[config.mk]
export PLATFORM = sky130hd
export DESIGN_NAME = phong_model_residual_accumulator
export DESIGN_NICKNAME = d
export VERILOG_FILES = /design/src/sv/pmra_pkg.sv /design/src/sv/phong_model_residual_accumulator.sv /design/src/sv/pmra_cfg.sv /design/src/sv/pmra_ctrl.sv /design/src/sv/pmra_dp.sv
export VERILOG_INCLUDE_DIRS = /design/src /design/src/sv
export SDC_FILE = /design/constraint.sdc
export NUM_CORES = 2
export LEC_CHECK = 0
export BUFFER_PORTS_ARGS = -buffer_cell sky130_fd_sc_hd__buf_2
export CAP_MARGIN = 20
export CELL_PAD_IN_SITES_DETAIL_PLACEMENT = 1
export CELL_PAD_IN_SITES_GLOBAL_PLACEMENT = 1
export CORE_ASPECT_RATIO = 0.9
export CORE_UTILIZATION = 50
export CTS_CLUSTER_SIZE = 24
export DETAILED_ROUTE_END_ITERATION = 8
export PLACE_DENSITY_LB_ADDON = 0.1
export SLEW_MARGIN = 20
export SYNTH_ARGS = -nofsm -noshare
export SYNTH_HDL_FRONTEND = slang
export SYNTH_SLANG_ARGS = --single-unit
[constraint.sdc]
create_clock -name clk -period 13.65 [get_ports clk]
set_clock_uncertainty 0.15 [all_clocks]
set_input_delay 1.365 -clock clk [delete_from_list [all_inputs] [get_ports clk]]
set_output_delay 1.365 -clock clk [all_outputs]
set_load 0.01 [all_outputs]
[src/sv/phong_model_residual_accumulator_defines.svh]
// Assertion macros shared by the Phong residual accumulator RTL.
`ifndef PHONG_MODEL_RESIDUAL_ACCUMULATOR_DEFINES_SVH
`define PHONG_MODEL_RESIDUAL_ACCUMULATOR_DEFINES_SVH

// Same-cycle implication, checked on every rising clock edge outside reset.
`define PMRA_ASSERT_SAME(name, ante, cons, msg) \
  name: assert property (@(posedge clk) disable iff (rst) (ante) |-> (cons)) \
    else $error(msg);

// Next-cycle implication, checked on every rising clock edge outside reset.
`define PMRA_ASSERT_NEXT(name, ante, cons, msg) \
  name: assert property (@(posedge clk) disable iff (rst) (ante) |=> (cons)) \
    else $error(msg);

`endif

[src/sv/pmra_pkg.sv]
// Types, constants and command codes of the Phong residual accumulator.
`timescale 1ns / 1ps
package pmra_pkg;

  localparam int COMP_W       = 16;
  localparam int VEC_W        = 3 * COMP_W;
  localparam int MUL_W        = 22;
  localparam int PROD_W       = 2 * MUL_W;
  localparam int DIR_ONE      = 16384;
  localparam int INV_PI_Q16   = 20861;
  localparam int MAX_EXPONENT = 127;
  localparam int EXP_W        = 7;
  localparam int SQRT_STEPS   = 26;
  localparam int DIV_STEPS    = 16;
  localparam int POW_BITS     = 7;
  localparam int COST_W       = 40;
  localparam int COUNT_W      = 16;

  // Configuration register indexes.
  localparam logic [2:0] CFG_LIGHT_DIRECTION = 3'd0;
  localparam logic [2:0] CFG_DIRECT_COLOR    = 3'd1;
  localparam logic [2:0] CFG_DIFFUSE_ALBEDO  = 3'd2;
  localparam logic [2:0] CFG_SPECULAR_ALBEDO = 3'd3;
  localparam logic [2:0] CFG_LOBE_EXPONENT   = 3'd4;

  // Vector selects for normalization and operand pairs for dot products.
  localparam logic [1:0] VEC_L   = 2'd0;
  localparam logic [1:0] VEC_N   = 2'd1;
  localparam logic [1:0] VEC_V   = 2'd2;
  localparam logic [1:0] PAIR_NL = 2'd0;
  localparam logic [1:0] PAIR_RV = 2'd1;
  localparam logic [1:0] K_LAST  = 2'd2;

  typedef struct packed {
    logic [VEC_W-1:0] surface_normal;
    logic [VEC_W-1:0] view_direction;
    logic [VEC_W-1:0] measured_radiance;
    logic [VEC_W-1:0] ambient_irradiance;
    logic             last_sample;
  } in_item_t;

  typedef struct packed {
    logic [COST_W-1:0]  total_cost;
    logic [COUNT_W-1:0] sample_count;
  } out_item_t;

  typedef struct packed {
    logic [VEC_W-1:0] light_direction;
    logic [VEC_W-1:0] direct_color;
    logic [VEC_W-1:0] diffuse_albedo;
    logic [VEC_W-1:0] specular_albedo;
    logic [EXP_W-1:0] lobe_exponent;
  } cfg_regs_t;

  typedef enum logic [4:0] {
    OP_NONE, OP_LOAD, OP_SQ, OP_RT_INIT, OP_RT_STEP, OP_DV_INIT, OP_DV_STEP,
    OP_DV_STORE, OP_DOT, OP_DFIN, OP_REFL, OP_BFIN, OP_POW_MUL, OP_POW_SQR,
    OP_CH_LIT, OP_CH_IRR, OP_CH_DIF, OP_CH_SPC, OP_CH_RES, OP_ACC
  } dp_op_t;

  typedef struct packed {
    dp_op_t     op;
    logic [1:0] vsel;
    logic [1:0] k;
    logic [2:0] idx;
  } dp_cmd_t;

  typedef struct packed {
    logic last;
    logic out_busy;
  } dp_status_t;

endpackage

[src/sv/phong_model_residual_accumulator.sv]
// Top level of the Phong reflectance L1 residual accumulator.
// A new sample is accepted only after the previous one is accumulated, and a result
// beat is registered when the last sample of a set is accumulated. The bit-serial
// square root and the radix-2 divider (one quotient per component), run for the
// light, normal and view vectors around one shared multiplier, set the sample time.
// Synchronous reset restores register defaults, clears the sum and count, no flush.
`timescale 1ns / 1ps
`include "phong_model_residual_accumulator_defines.svh"
module phong_model_residual_accumulator import pmra_pkg::*; (
  input  logic             clk,
  input  logic             rst,
  input  logic             in_valid,
  output logic             in_stall,
  input  in_item_t         in_data,
  output logic             out_valid,
  input  logic             out_stall,
  output out_item_t        out_data,
  input  logic             cfg_we,
  input  logic [2:0]       cfg_index,
  input  logic [VEC_W-1:0] cfg_data
);

  cfg_regs_t  regs;
  dp_cmd_t    cmd;
  dp_status_t status;

  pmra_cfg u_cfg (
    .clk       (clk),
    .rst       (rst),
    .cfg_we    (cfg_we),
    .cfg_index (cfg_index),
    .cfg_data  (cfg_data),
    .regs      (regs)
  );

  pmra_ctrl u_ctrl (
    .clk      (clk),
    .rst      (rst),
    .in_valid (in_valid),
    .in_stall (in_stall),
    .status   (status),
    .cmd      (cmd)
  );

  pmra_dp u_dp (
    .clk       (clk),
    .rst       (rst),
    .cmd       (cmd),
    .status    (status),
    .cfg       (regs),
    .in_data   (in_data),
    .out_valid (out_valid),
    .out_stall (out_stall),
    .out_data  (out_data)
  );

  `PMRA_ASSERT_SAME(a_accept_loads, in_valid && !in_stall, cmd.op == OP_LOAD, "accepted beat not loaded")
  `PMRA_ASSERT_NEXT(a_acc_releases, cmd.op == OP_ACC, !in_stall, "input still stalled after accumulate")
  `PMRA_ASSERT_SAME(a_result_from_acc, $rose(out_valid), $past(cmd.op == OP_ACC), "result without accumulate")

endmodule

[src/sv/pmra_cfg.sv]
// Configuration register bank of the Phong residual accumulator.
`timescale 1ns / 1ps
module pmra_cfg import pmra_pkg::*; (
  input  logic             clk,
  input  logic             rst,
  input  logic             cfg_we,
  input  logic [2:0]       cfg_index,
  input  logic [VEC_W-1:0] cfg_data,
  output cfg_regs_t        regs
);

  always_ff @(posedge clk) begin
    if (rst) begin
      regs.light_direction <= VEC_W'(DIR_ONE);
      regs.direct_color    <= '0;
      regs.diffuse_albedo  <= '0;
      regs.specular_albedo <= '0;
      regs.lobe_exponent   <= EXP_W'(1);
    end else if (cfg_we) begin
      unique case (cfg_index)
        CFG_LIGHT_DIRECTION: regs.light_direction <= cfg_data;
        CFG_DIRECT_COLOR:    regs.direct_color    <= cfg_data;
        CFG_DIFFUSE_ALBEDO:  regs.diffuse_albedo  <= cfg_data;
        CFG_SPECULAR_ALBEDO: regs.specular_albedo <= cfg_data;
        CFG_LOBE_EXPONENT:   regs.lobe_exponent   <= cfg_data[EXP_W-1:0];
        default: begin
        end
      endcase
    end
  end

endmodule

[src/sv/pmra_ctrl.sv]
// Sequencing state machine that walks the datapath through one sample.
`timescale 1ns / 1ps
module pmra_ctrl import pmra_pkg::*; (
  input  logic       clk,
  input  logic       rst,
  input  logic       in_valid,
  output logic       in_stall,
  input  dp_status_t status,
  output dp_cmd_t    cmd
);

  typedef enum logic [4:0] {
    S_IDLE, S_SQ, S_RT_INIT, S_RT_STEP, S_DV_INIT, S_DV_STEP, S_DV_STORE,
    S_DOT_D, S_DFIN, S_REFL, S_DOT_B, S_BFIN, S_POW_MUL, S_POW_SQR,
    S_CH_LIT, S_CH_IRR, S_CH_DIF, S_CH_SPC, S_CH_RES, S_ACC
  } state_t;

  localparam logic [4:0] SQRT_LAST = 5'(SQRT_STEPS - 1);
  localparam logic [4:0] DIV_LAST  = 5'(DIV_STEPS - 1);
  localparam logic [2:0] POW_LAST  = 3'(POW_BITS - 1);

  state_t     state;
  logic       stall;
  logic [1:0] k;
  logic [1:0] vsel;
  logic [2:0] idx;
  logic [4:0] cnt;
  logic       hold;

  // A last sample cannot retire while the previous result is still stalled.
  assign hold     = status.last && status.out_busy;
  assign in_stall = stall;

  always_ff @(posedge clk) begin
    if (rst) begin
      state <= S_IDLE;
      stall <= 1'b0;
      k     <= '0;
      vsel  <= VEC_L;
      idx   <= '0;
      cnt   <= '0;
    end else begin
      unique case (state)
        S_IDLE: if (in_valid) begin
          state <= S_SQ;
          stall <= 1'b1;
          k     <= '0;
          vsel  <= VEC_L;
        end
        S_SQ: if (k == K_LAST) begin
          k     <= '0;
          state <= S_RT_INIT;
        end else begin
          k <= k + 2'd1;
        end
        S_RT_INIT: begin
          cnt   <= '0;
          state <= S_RT_STEP;
        end
        S_RT_STEP: if (cnt == SQRT_LAST) begin
          state <= S_DV_INIT;
        end else begin
          cnt <= cnt + 5'd1;
        end
        S_DV_INIT: begin
          cnt   <= '0;
          state <= S_DV_STEP;
        end
        S_DV_STEP: if (cnt == DIV_LAST) begin
          state <= S_DV_STORE;
        end else begin
          cnt <= cnt + 5'd1;
        end
        S_DV_STORE: if (k != K_LAST) begin
          k     <= k + 2'd1;
          state <= S_DV_INIT;
        end else begin
          k <= '0;
          if (vsel != VEC_V) begin
            vsel  <= vsel + 2'd1;
            state <= S_SQ;
          end else begin
            vsel  <= VEC_L;
            state <= S_DOT_D;
          end
        end
        S_DOT_D: if (k == K_LAST) begin
          k     <= '0;
          state <= S_DFIN;
        end else begin
          k <= k + 2'd1;
        end
        S_DFIN: state <= S_REFL;
        S_REFL: if (k == K_LAST) begin
          k     <= '0;
          state <= S_DOT_B;
        end else begin
          k <= k + 2'd1;
        end
        S_DOT_B: if (k == K_LAST) begin
          k     <= '0;
          state <= S_BFIN;
        end else begin
          k <= k + 2'd1;
        end
        S_BFIN: begin
          idx   <= '0;
          state <= S_POW_MUL;
        end
        S_POW_MUL: state <= S_POW_SQR;
        S_POW_SQR: if (idx == POW_LAST) begin
          idx   <= '0;
          k     <= '0;
          state <= S_CH_LIT;
        end else begin
          idx   <= idx + 3'd1;
          state <= S_POW_MUL;
        end
        S_CH_LIT: state <= S_CH_IRR;
        S_CH_IRR: state <= S_CH_DIF;
        S_CH_DIF: state <= S_CH_SPC;
        S_CH_SPC: state <= S_CH_RES;
        S_CH_RES: if (k == K_LAST) begin
          k     <= '0;
          state <= S_ACC;
        end else begin
          k     <= k + 2'd1;
          state <= S_CH_LIT;
        end
        S_ACC: if (!hold) begin
          state <= S_IDLE;
          stall <= 1'b0;
        end
        default: begin
          state <= S_IDLE;
          stall <= 1'b0;
        end
      endcase
    end
  end

  always_comb begin
    cmd.op   = OP_NONE;
    cmd.vsel = vsel;
    cmd.k    = k;
    cmd.idx  = idx;
    unique case (state)
      S_IDLE:     cmd.op = in_valid ? OP_LOAD : OP_NONE;
      S_SQ:       cmd.op = OP_SQ;
      S_RT_INIT:  cmd.op = OP_RT_INIT;
      S_RT_STEP:  cmd.op = OP_RT_STEP;
      S_DV_INIT:  cmd.op = OP_DV_INIT;
      S_DV_STEP:  cmd.op = OP_DV_STEP;
      S_DV_STORE: cmd.op = OP_DV_STORE;
      S_DOT_D: begin
        cmd.op   = OP_DOT;
        cmd.vsel = PAIR_NL;
      end
      S_DFIN:     cmd.op = OP_DFIN;
      S_REFL:     cmd.op = OP_REFL;
      S_DOT_B: begin
        cmd.op   = OP_DOT;
        cmd.vsel = PAIR_RV;
      end
      S_BFIN:     cmd.op = OP_BFIN;
      S_POW_MUL:  cmd.op = OP_POW_MUL;
      S_POW_SQR:  cmd.op = OP_POW_SQR;
      S_CH_LIT:   cmd.op = OP_CH_LIT;
      S_CH_IRR:   cmd.op = OP_CH_IRR;
      S_CH_DIF:   cmd.op = OP_CH_DIF;
      S_CH_SPC:   cmd.op = OP_CH_SPC;
      S_CH_RES:   cmd.op = OP_CH_RES;
      S_ACC:      cmd.op = hold ? OP_NONE : OP_ACC;
      default:    cmd.op = OP_NONE;
    endcase
  end

endmodule

[src/sv/pmra_dp.sv]
// Datapath: shared multiplier, square root and divider steps, accumulator.
`timescale 1ns / 1ps
module pmra_dp import pmra_pkg::*; (
  input  logic       clk,
  input  logic       rst,
  input  dp_cmd_t    cmd,
  output dp_status_t status,
  input  cfg_regs_t  cfg,
  input  in_item_t   in_data,
  output logic       out_valid,
  input  logic       out_stall,
  output out_item_t  out_data
);

  in_item_t smp;

  // Normalization state.
  logic [31:0] sq;
  logic [51:0] rad;
  logic [25:0] root;
  logic [27:0] rrem;
  logic [25:0] drem;
  logic [15:0] quo;

  logic signed [16:0] lu [3];
  logic signed [16:0] nu [3];
  logic signed [16:0] vu [3];
  logic signed [18:0] rv [3];

  logic signed [33:0] dacc;
  logic signed [17:0] d;
  logic [14:0]        base;
  logic [14:0]        pacc;
  logic [EXP_W-1:0]   expo;
  logic [18:0]        t1;
  logic [19:0]        shade;
  logic [21:0]        pred;
  logic [23:0]        rsum;
  logic [COST_W-1:0]  acc;
  logic [COUNT_W-1:0] cnt;

  logic signed [MUL_W-1:0]  mul_a;
  logic signed [MUL_W-1:0]  mul_b;
  logic signed [PROD_W-1:0] prod;

  logic [VEC_W-1:0]  vword;
  logic [COMP_W-1:0] comp;
  logic [COMP_W-1:0] mag;
  logic [COMP_W-1:0] sun_k;
  logic [COMP_W-1:0] irr_k;
  logic [COMP_W-1:0] meas_k;
  logic [COMP_W-1:0] albd_k;
  logic [COMP_W-1:0] albs_k;
  logic [16:0]       lit;
  logic [29:0]       rt_sh;
  logic [29:0]       rt_trial;
  logic [26:0]       dv_sh;
  logic [16:0]       unit_val;
  logic signed [19:0] bval;
  logic [14:0]       bclamp;
  logic [21:0]       meas22;
  logic [21:0]       diff;
  logic [COST_W:0]   acc_sum;
  logic [COST_W-1:0] acc_next;
  logic [COUNT_W-1:0] cnt_next;

  always_comb begin
    unique case (cmd.vsel)
      VEC_L:   vword = cfg.light_direction;
      VEC_N:   vword = smp.surface_normal;
      default: vword = smp.view_direction;
    endcase
    comp   = vword[cmd.k*COMP_W +: COMP_W];
    mag    = comp[COMP_W-1] ? (~comp + 1'b1) : comp;
    sun_k  = cfg.direct_color[cmd.k*COMP_W +: COMP_W];
    albd_k = cfg.diffuse_albedo[cmd.k*COMP_W +: COMP_W];
    albs_k = cfg.specular_albedo[cmd.k*COMP_W +: COMP_W];
    irr_k  = smp.ambient_irradiance[cmd.k*COMP_W +: COMP_W];
    meas_k = smp.measured_radiance[cmd.k*COMP_W +: COMP_W];
    lit    = d[17] ? '0 : d[16:0];
  end

  // One shared signed multiplier; the ops that use it register the product (OP_POW_MUL only on a set exponent bit).
  always_comb begin
    mul_a = '0;
    mul_b = '0;
    unique case (cmd.op)
      OP_SQ: begin
        mul_a = MUL_W'(mag);
        mul_b = MUL_W'(mag);
      end
      OP_DOT: if (cmd.vsel == PAIR_NL) begin
        mul_a = MUL_W'(nu[cmd.k]);
        mul_b = MUL_W'(lu[cmd.k]);
      end else begin
        mul_a = MUL_W'(rv[cmd.k]);
        mul_b = MUL_W'(vu[cmd.k]);
      end
      OP_REFL: begin
        mul_a = MUL_W'(d);
        mul_b = MUL_W'(nu[cmd.k]);
      end
      OP_POW_MUL: begin
        mul_a = MUL_W'(pacc);
        mul_b = MUL_W'(base);
      end
      OP_POW_SQR: begin
        mul_a = MUL_W'(base);
        mul_b = MUL_W'(base);
      end
      OP_CH_LIT: begin
        mul_a = MUL_W'(lit);
        mul_b = MUL_W'(sun_k);
      end
      OP_CH_IRR: begin
        mul_a = MUL_W'(irr_k);
        mul_b = MUL_W'(INV_PI_Q16);
      end
      OP_CH_DIF: begin
        mul_a = MUL_W'(albd_k);
        mul_b = MUL_W'(shade);
      end
      OP_CH_SPC: begin
        mul_a = MUL_W'(albs_k);
        mul_b = MUL_W'(pacc);
      end
      default: begin
      end
    endcase
  end

  assign prod = mul_a * mul_b;

  always_comb begin
    // Square root digit: bring down two radicand bits per step.
    rt_sh    = {rrem, rad[51:50]};
    rt_trial = {2'b00, root, 2'b01};
    // Restoring division: the remainder always stays below the root.
    dv_sh    = {drem, 1'b0};
    unit_val = comp[COMP_W-1] ? (~17'(quo) + 1'b1) : 17'(quo);
    if (sq == '0) begin
      unit_val = '0;
    end
    bval = dacc[33:14];
    if (bval[19]) begin
      bclamp = '0;
    end else if (bval[18:0] > 19'(DIR_ONE)) begin
      bclamp = 15'(DIR_ONE);
    end else begin
      bclamp = bval[14:0];
    end
    meas22   = 22'(meas_k);
    diff     = (meas22 >= pred) ? (meas22 - pred) : (pred - meas22);
    acc_sum  = {1'b0, acc} + (COST_W+1)'(rsum);
    acc_next = acc_sum[COST_W] ? '1 : acc_sum[COST_W-1:0];
    cnt_next = (cnt == '1) ? cnt : cnt + 1'b1;
  end

  always_ff @(posedge clk) begin
    unique case (cmd.op)
      OP_LOAD:    smp <= in_data;
      OP_SQ:      sq <= ((cmd.k == '0) ? '0 : sq) + prod[31:0];
      OP_RT_INIT: begin
        rad  <= {sq, 20'b0};
        root <= '0;
        rrem <= '0;
      end
      OP_RT_STEP: begin
        rad <= {rad[49:0], 2'b00};
        if (rt_sh >= rt_trial) begin
          rrem <= 28'(rt_sh - rt_trial);
          root <= {root[24:0], 1'b1};
        end else begin
          rrem <= rt_sh[27:0];
          root <= {root[24:0], 1'b0};
        end
      end
      OP_DV_INIT: begin
        drem <= 26'({mag, 8'b0});
        quo  <= '0;
      end
      OP_DV_STEP: if (dv_sh >= {1'b0, root}) begin
        drem <= 26'(dv_sh - {1'b0, root});
        quo  <= {quo[14:0], 1'b1};
      end else begin
        drem <= dv_sh[25:0];
        quo  <= {quo[14:0], 1'b0};
      end
      OP_DV_STORE: begin
        unique case (cmd.vsel)
          VEC_L:   lu[cmd.k] <= unit_val;
          VEC_N:   nu[cmd.k] <= unit_val;
          default: vu[cmd.k] <= unit_val;
        endcase
      end
      OP_DOT:     dacc <= ((cmd.k == '0) ? '0 : dacc) + prod[33:0];
      OP_DFIN:    d <= dacc[31:14];
      // Reflection term: floor(2 * d * n / 2^14) minus the light component.
      OP_REFL:    rv[cmd.k] <= prod[31:13] - 19'(lu[cmd.k]);
      OP_BFIN: begin
        base <= bclamp;
        pacc <= 15'(DIR_ONE);
        expo <= (cfg.lobe_exponent > EXP_W'(MAX_EXPONENT)) ? EXP_W'(MAX_EXPONENT)
                                                          : cfg.lobe_exponent;
      end
      OP_POW_MUL: if (expo[cmd.idx]) begin
        pacc <= prod[28:14];
      end
      OP_POW_SQR: base <= prod[28:14];
      OP_CH_LIT:  t1 <= prod[32:14];
      OP_CH_IRR:  shade <= 20'(t1) + 20'(prod[31:16]);
      OP_CH_DIF:  pred <= 22'(prod[35:15]);
      OP_CH_SPC:  pred <= pred + 22'(prod[30:17]);
      OP_CH_RES:  rsum <= ((cmd.k == '0) ? '0 : rsum) + 24'(diff);
      default: begin
      end
    endcase
  end

  always_ff @(posedge clk) begin
    if (rst) begin
      acc       <= '0;
      cnt       <= '0;
      out_valid <= 1'b0;
    end else if (cmd.op == OP_ACC && smp.last_sample) begin
      out_data.total_cost   <= acc_next;
      out_data.sample_count <= cnt_next;
      out_valid             <= 1'b1;
      acc                   <= '0;
      cnt                   <= '0;
    end else begin
      if (cmd.op == OP_ACC) begin
        acc <= acc_next;
        cnt <= cnt_next;
      end
      if (out_valid && !out_stall) begin
        out_valid <= 1'b0;
      end
    end
  end

  assign status.last     = smp.last_sample;
  assign status.out_busy = out_valid && out_stall;

endmodule

==> flow_summary_export.csv <==
group,metric,value,unit
routing,remaining_drc_errors,0,
routing,drt_iter0_drc,5238,
grt,grt_pass1_vias,57900,
critical_path,end_kind,"register",
cells_and_area,drive_above_1_share,0.113,
yosys,synthSimpleGateAreaFrac,0.142,
cells_and_area,area_delta_synth_final,12.2,%
place,gp_congestion,0.992,
sta,slew_headroom,0.188,
floorplanning,io_pins,307,
cts,htree_levels,3,
cells_and_area,layout_common_cells,"1,060 x nand2_1, 793 x edfxtp_1, 655 x inv_1, 561 x a21oi_1, 494 x nor2_1",
flow_run,maxCapViolCount,0,
sta,worstMarginPinSlew,1200,ps
cells_and_area,nNetsFinal,8437,
routing,first_pass_iters,7,
routing,wirelength,247000,um
status,status,"completed",
yosys,synthTopCellsByArea,"edfxtp_1 34%, fa_1 11%, dfxtp_1 7.9%, ha_1 6.4%, nand2_1 5.7%",
cells_and_area,mostFrequentLayoutCell,"nand2_1",
pwr,internal_power,6880,uW
sta,whs,287,ps
sta,worst_slack,447,ps
sta,setup_viol,0,
yosys,synth_flop_cell,"edfxtp_1",
pwr,ir_drop,0.118,mV
floorplanning,fp.dieH,358,um
sta,fin_crit,13200,ps
critical_path,reg2reg_slack,450,ps
yosys,synth_edf_count,793,
yosys,synthAdderAreaFrac,0.179,
cts,postCtsHoldBufs,0,
yosys,synth_cell_type_count,96,
grt,antenna_found_initial,17,
critical_path,arrival,13540,ps
pwr,p_sw,3560,uW
yosys,syn_area_per_cell,9.85,sq um
grt,grt-ovfl-total,0,
yosys,ys_ff_latch,1069,
min_path,worstHoldPathType,"register to register",
place,hpwl,187000,um
yosys,synth_mux_area_frac,0.0329,
yosys,synthCells,7137,
yosys,synth_xor_area_frac,0.0388,
yosys,synth_warnings,0,
critical_path,cp_common_cell,"fa_1",
cts,cts.sinks,1069,
pwr,p_leak,0.0323,uW
cts,clockRootBuffer,"clkbuf_16",
yosys,async_flop_share,0,
critical_path,cp-start-kind,"register",
cts,clock_latency,760,ps
place,place_ws,130,ps
pwr,total_power,10400,uW
floorplanning,die-area,142000,sq um
pwr,powerDensity,132,nW/um^2
routing,postRouteAntennaNets,0,
yosys,ys_seq_area_frac,0.417,
critical_path,cp_max_fo,18,
pwr,power_frac_comb,0.290,
sta,finalMaxSlewViolations,0,
grt,grt_usage,0.345,
yosys,synth_nets,8146,
cts,cts.clk_slew.worst_paths,70,ps
pwr,p_sw_frac,0.341,
critical_path,required,13980,ps
cts,cts_tree,"yes",
yosys,synth_top_area_frac,0.339,
grt,grt_pass1_wl,368000,um
place,port_buffers,306,
yosys,synth_top_family_by_area,"adder cells",
floorplanning,rows,130,
cts,ctsLongestPathBuffers,3,
grt,grt_max_degree,99,
routing,wl_per_cell,26.3,um
floorplanning,coreArea,140000,sq um
pwr,p_seq_frac,0.396,
floorplanning,start_util,0.504,
floorplanning,die_w,397,um
yosys,synth_compound_area_frac,0.135,
routing,num_vias,56400,
yosys,synth_top_cell_by_area,"edfxtp_1",
yosys,netlist_area,70300,sq um
pwr,p_clk_frac,0.314,
sta,fmax,0.0757,GHz
sta,post-route-period-util,0.967,
critical_path,cp_slowest_stage_delay,660,ps
routing,viasPerCell,6.01,
sta,hold_violations,0,
cts,cts_buffers,115,
critical_path,critPathKind,"register to register",
critical_path,cp_slowest_cell,"o311ai_0",
## per-layer routing
| metal | vias up | global-route usage | part of all wire |
|---|---|---|---|
| met2 | 2103 | 0.544 | 0.46 |
| met5 | - | 0 | 0.00030 |
| met1 | 28600 | 0.472 | 0.42 |
| met3 | 473 | 0.0660 | 0.085 |
| met4 | 12 | 0.128 | 0.041 |
| li1 | 25200 | - | - |
## timing repair
action                     4_1_cts  5_1_grt
resized for setup                0       27
setup buffers                    0        8
setup endpoints to repair        0       34
## cell usage after synthesis, types with 86 or more instances
| cell | instances |
|---|---|
| nand2_1 | 1063 |
| edfxtp_1 | 793 |
| inv_1 | 657 |
| a21oi_1 | 564 |
| nor2_1 | 510 |
| fa_1 | 403 |
| ha_1 | 357 |
| o21ai_0 | 340 |
| clkbuf_1 | 297 |
| dfxtp_1 | 276 |
| xnor2_1 | 209 |
| mux2i_1 | 177 |
| nor2b_1 | 158 |
| xor2_1 | 97 |
| and2_1 | 96 |
| a21o_1 | 91 |
| nor3_1 | 86 |
## critical path, delay by kind of cell, from the launching register on
family | cells | cell delay, ps
AOI/OAI and AO/OA | 11 | 3650
xor gates and xnor gates | 3 | 1170
adders and majority gates | 9 | 4470
buffers and inverters | 9 | 990
DFF | 1 | 450
and+or+nand+nor | 11 | 1990
## power groups by stage
stage                     clock network, uW  logic, uW  registers, uW
after detailed placement                  0       2960           4190
final                                  3280       3020           4130
after global placement                    0       2880           4180
after global routing                   3420       3280           4150
after CTS                              3310       2990           4130
after floorplan                           0       2030           4130
## through the flow
step	area, sq um	utilization	std cells	setup TNS, ps
2_1_floorplan	70300	-	7137	0
3_3_place_gp	74700	0.535	9149	0
3_5_place_dp	74800	0.536	9151	0
4_1_cts	78600	0.563	9367	0
5_1_grt	78900	0.565	9376	-4.42
6_report	78900	0.565	9378	0
## worst paths after layout
path	start	to	cells past startpoint
setup reg to reg	u_ctrl.state[3]	u_dp.dacc[33]	43
setup / recovery	u_ctrl.state[3]	u_dp.dacc[33]	43
hold reg to reg	u_cfg.regs[6]	u_dp.expo[6]	0
hold / removal	u_cfg.regs[6]	u_dp.expo[6]	0
## flip-flops by register name, indices dropped and copies added (netlist names), 28 cells and up, named ones only
register and cells:
u_dp.rrem 28, u_dp.sq 32, u_dp.lu 51, u_dp.vu 51, u_dp.smp 192, u_dp.out_data 56
u_dp.rv 57, u_dp.nu 51, u_dp.rad 32, u_dp.dacc 34, u_dp.acc 40, u_cfg.regs 199
## area by class of cell
cell class | count | area (sq um)
well taps | 1848 | 2310
clock inverters | 71 | 825
clock buffers | 145 | 3060
multi-input cells | 5055 | 37600
inverters | 661 | 2480
fillers | 15400 | 60700
flip-flops and latches | 1069 | 29400
diodes | 3 | 7.51
repair buffers | 526 | 3270
## cells by family (layout without fill, tap and decap cells)
logic type,after synthesis,after routing
other,0,3
adder cells (fa/ha/maj),767,767
buffers and inverters,1013,1403
XOR/XNOR,308,308
flip-flops,1069,1069
multiplexers,208,208
AO/OA/AOI/OAI,1528,1528
AND/OR/NAND/NOR,2244,2244
No activity file was read; power rests on OpenSTA's default activity.
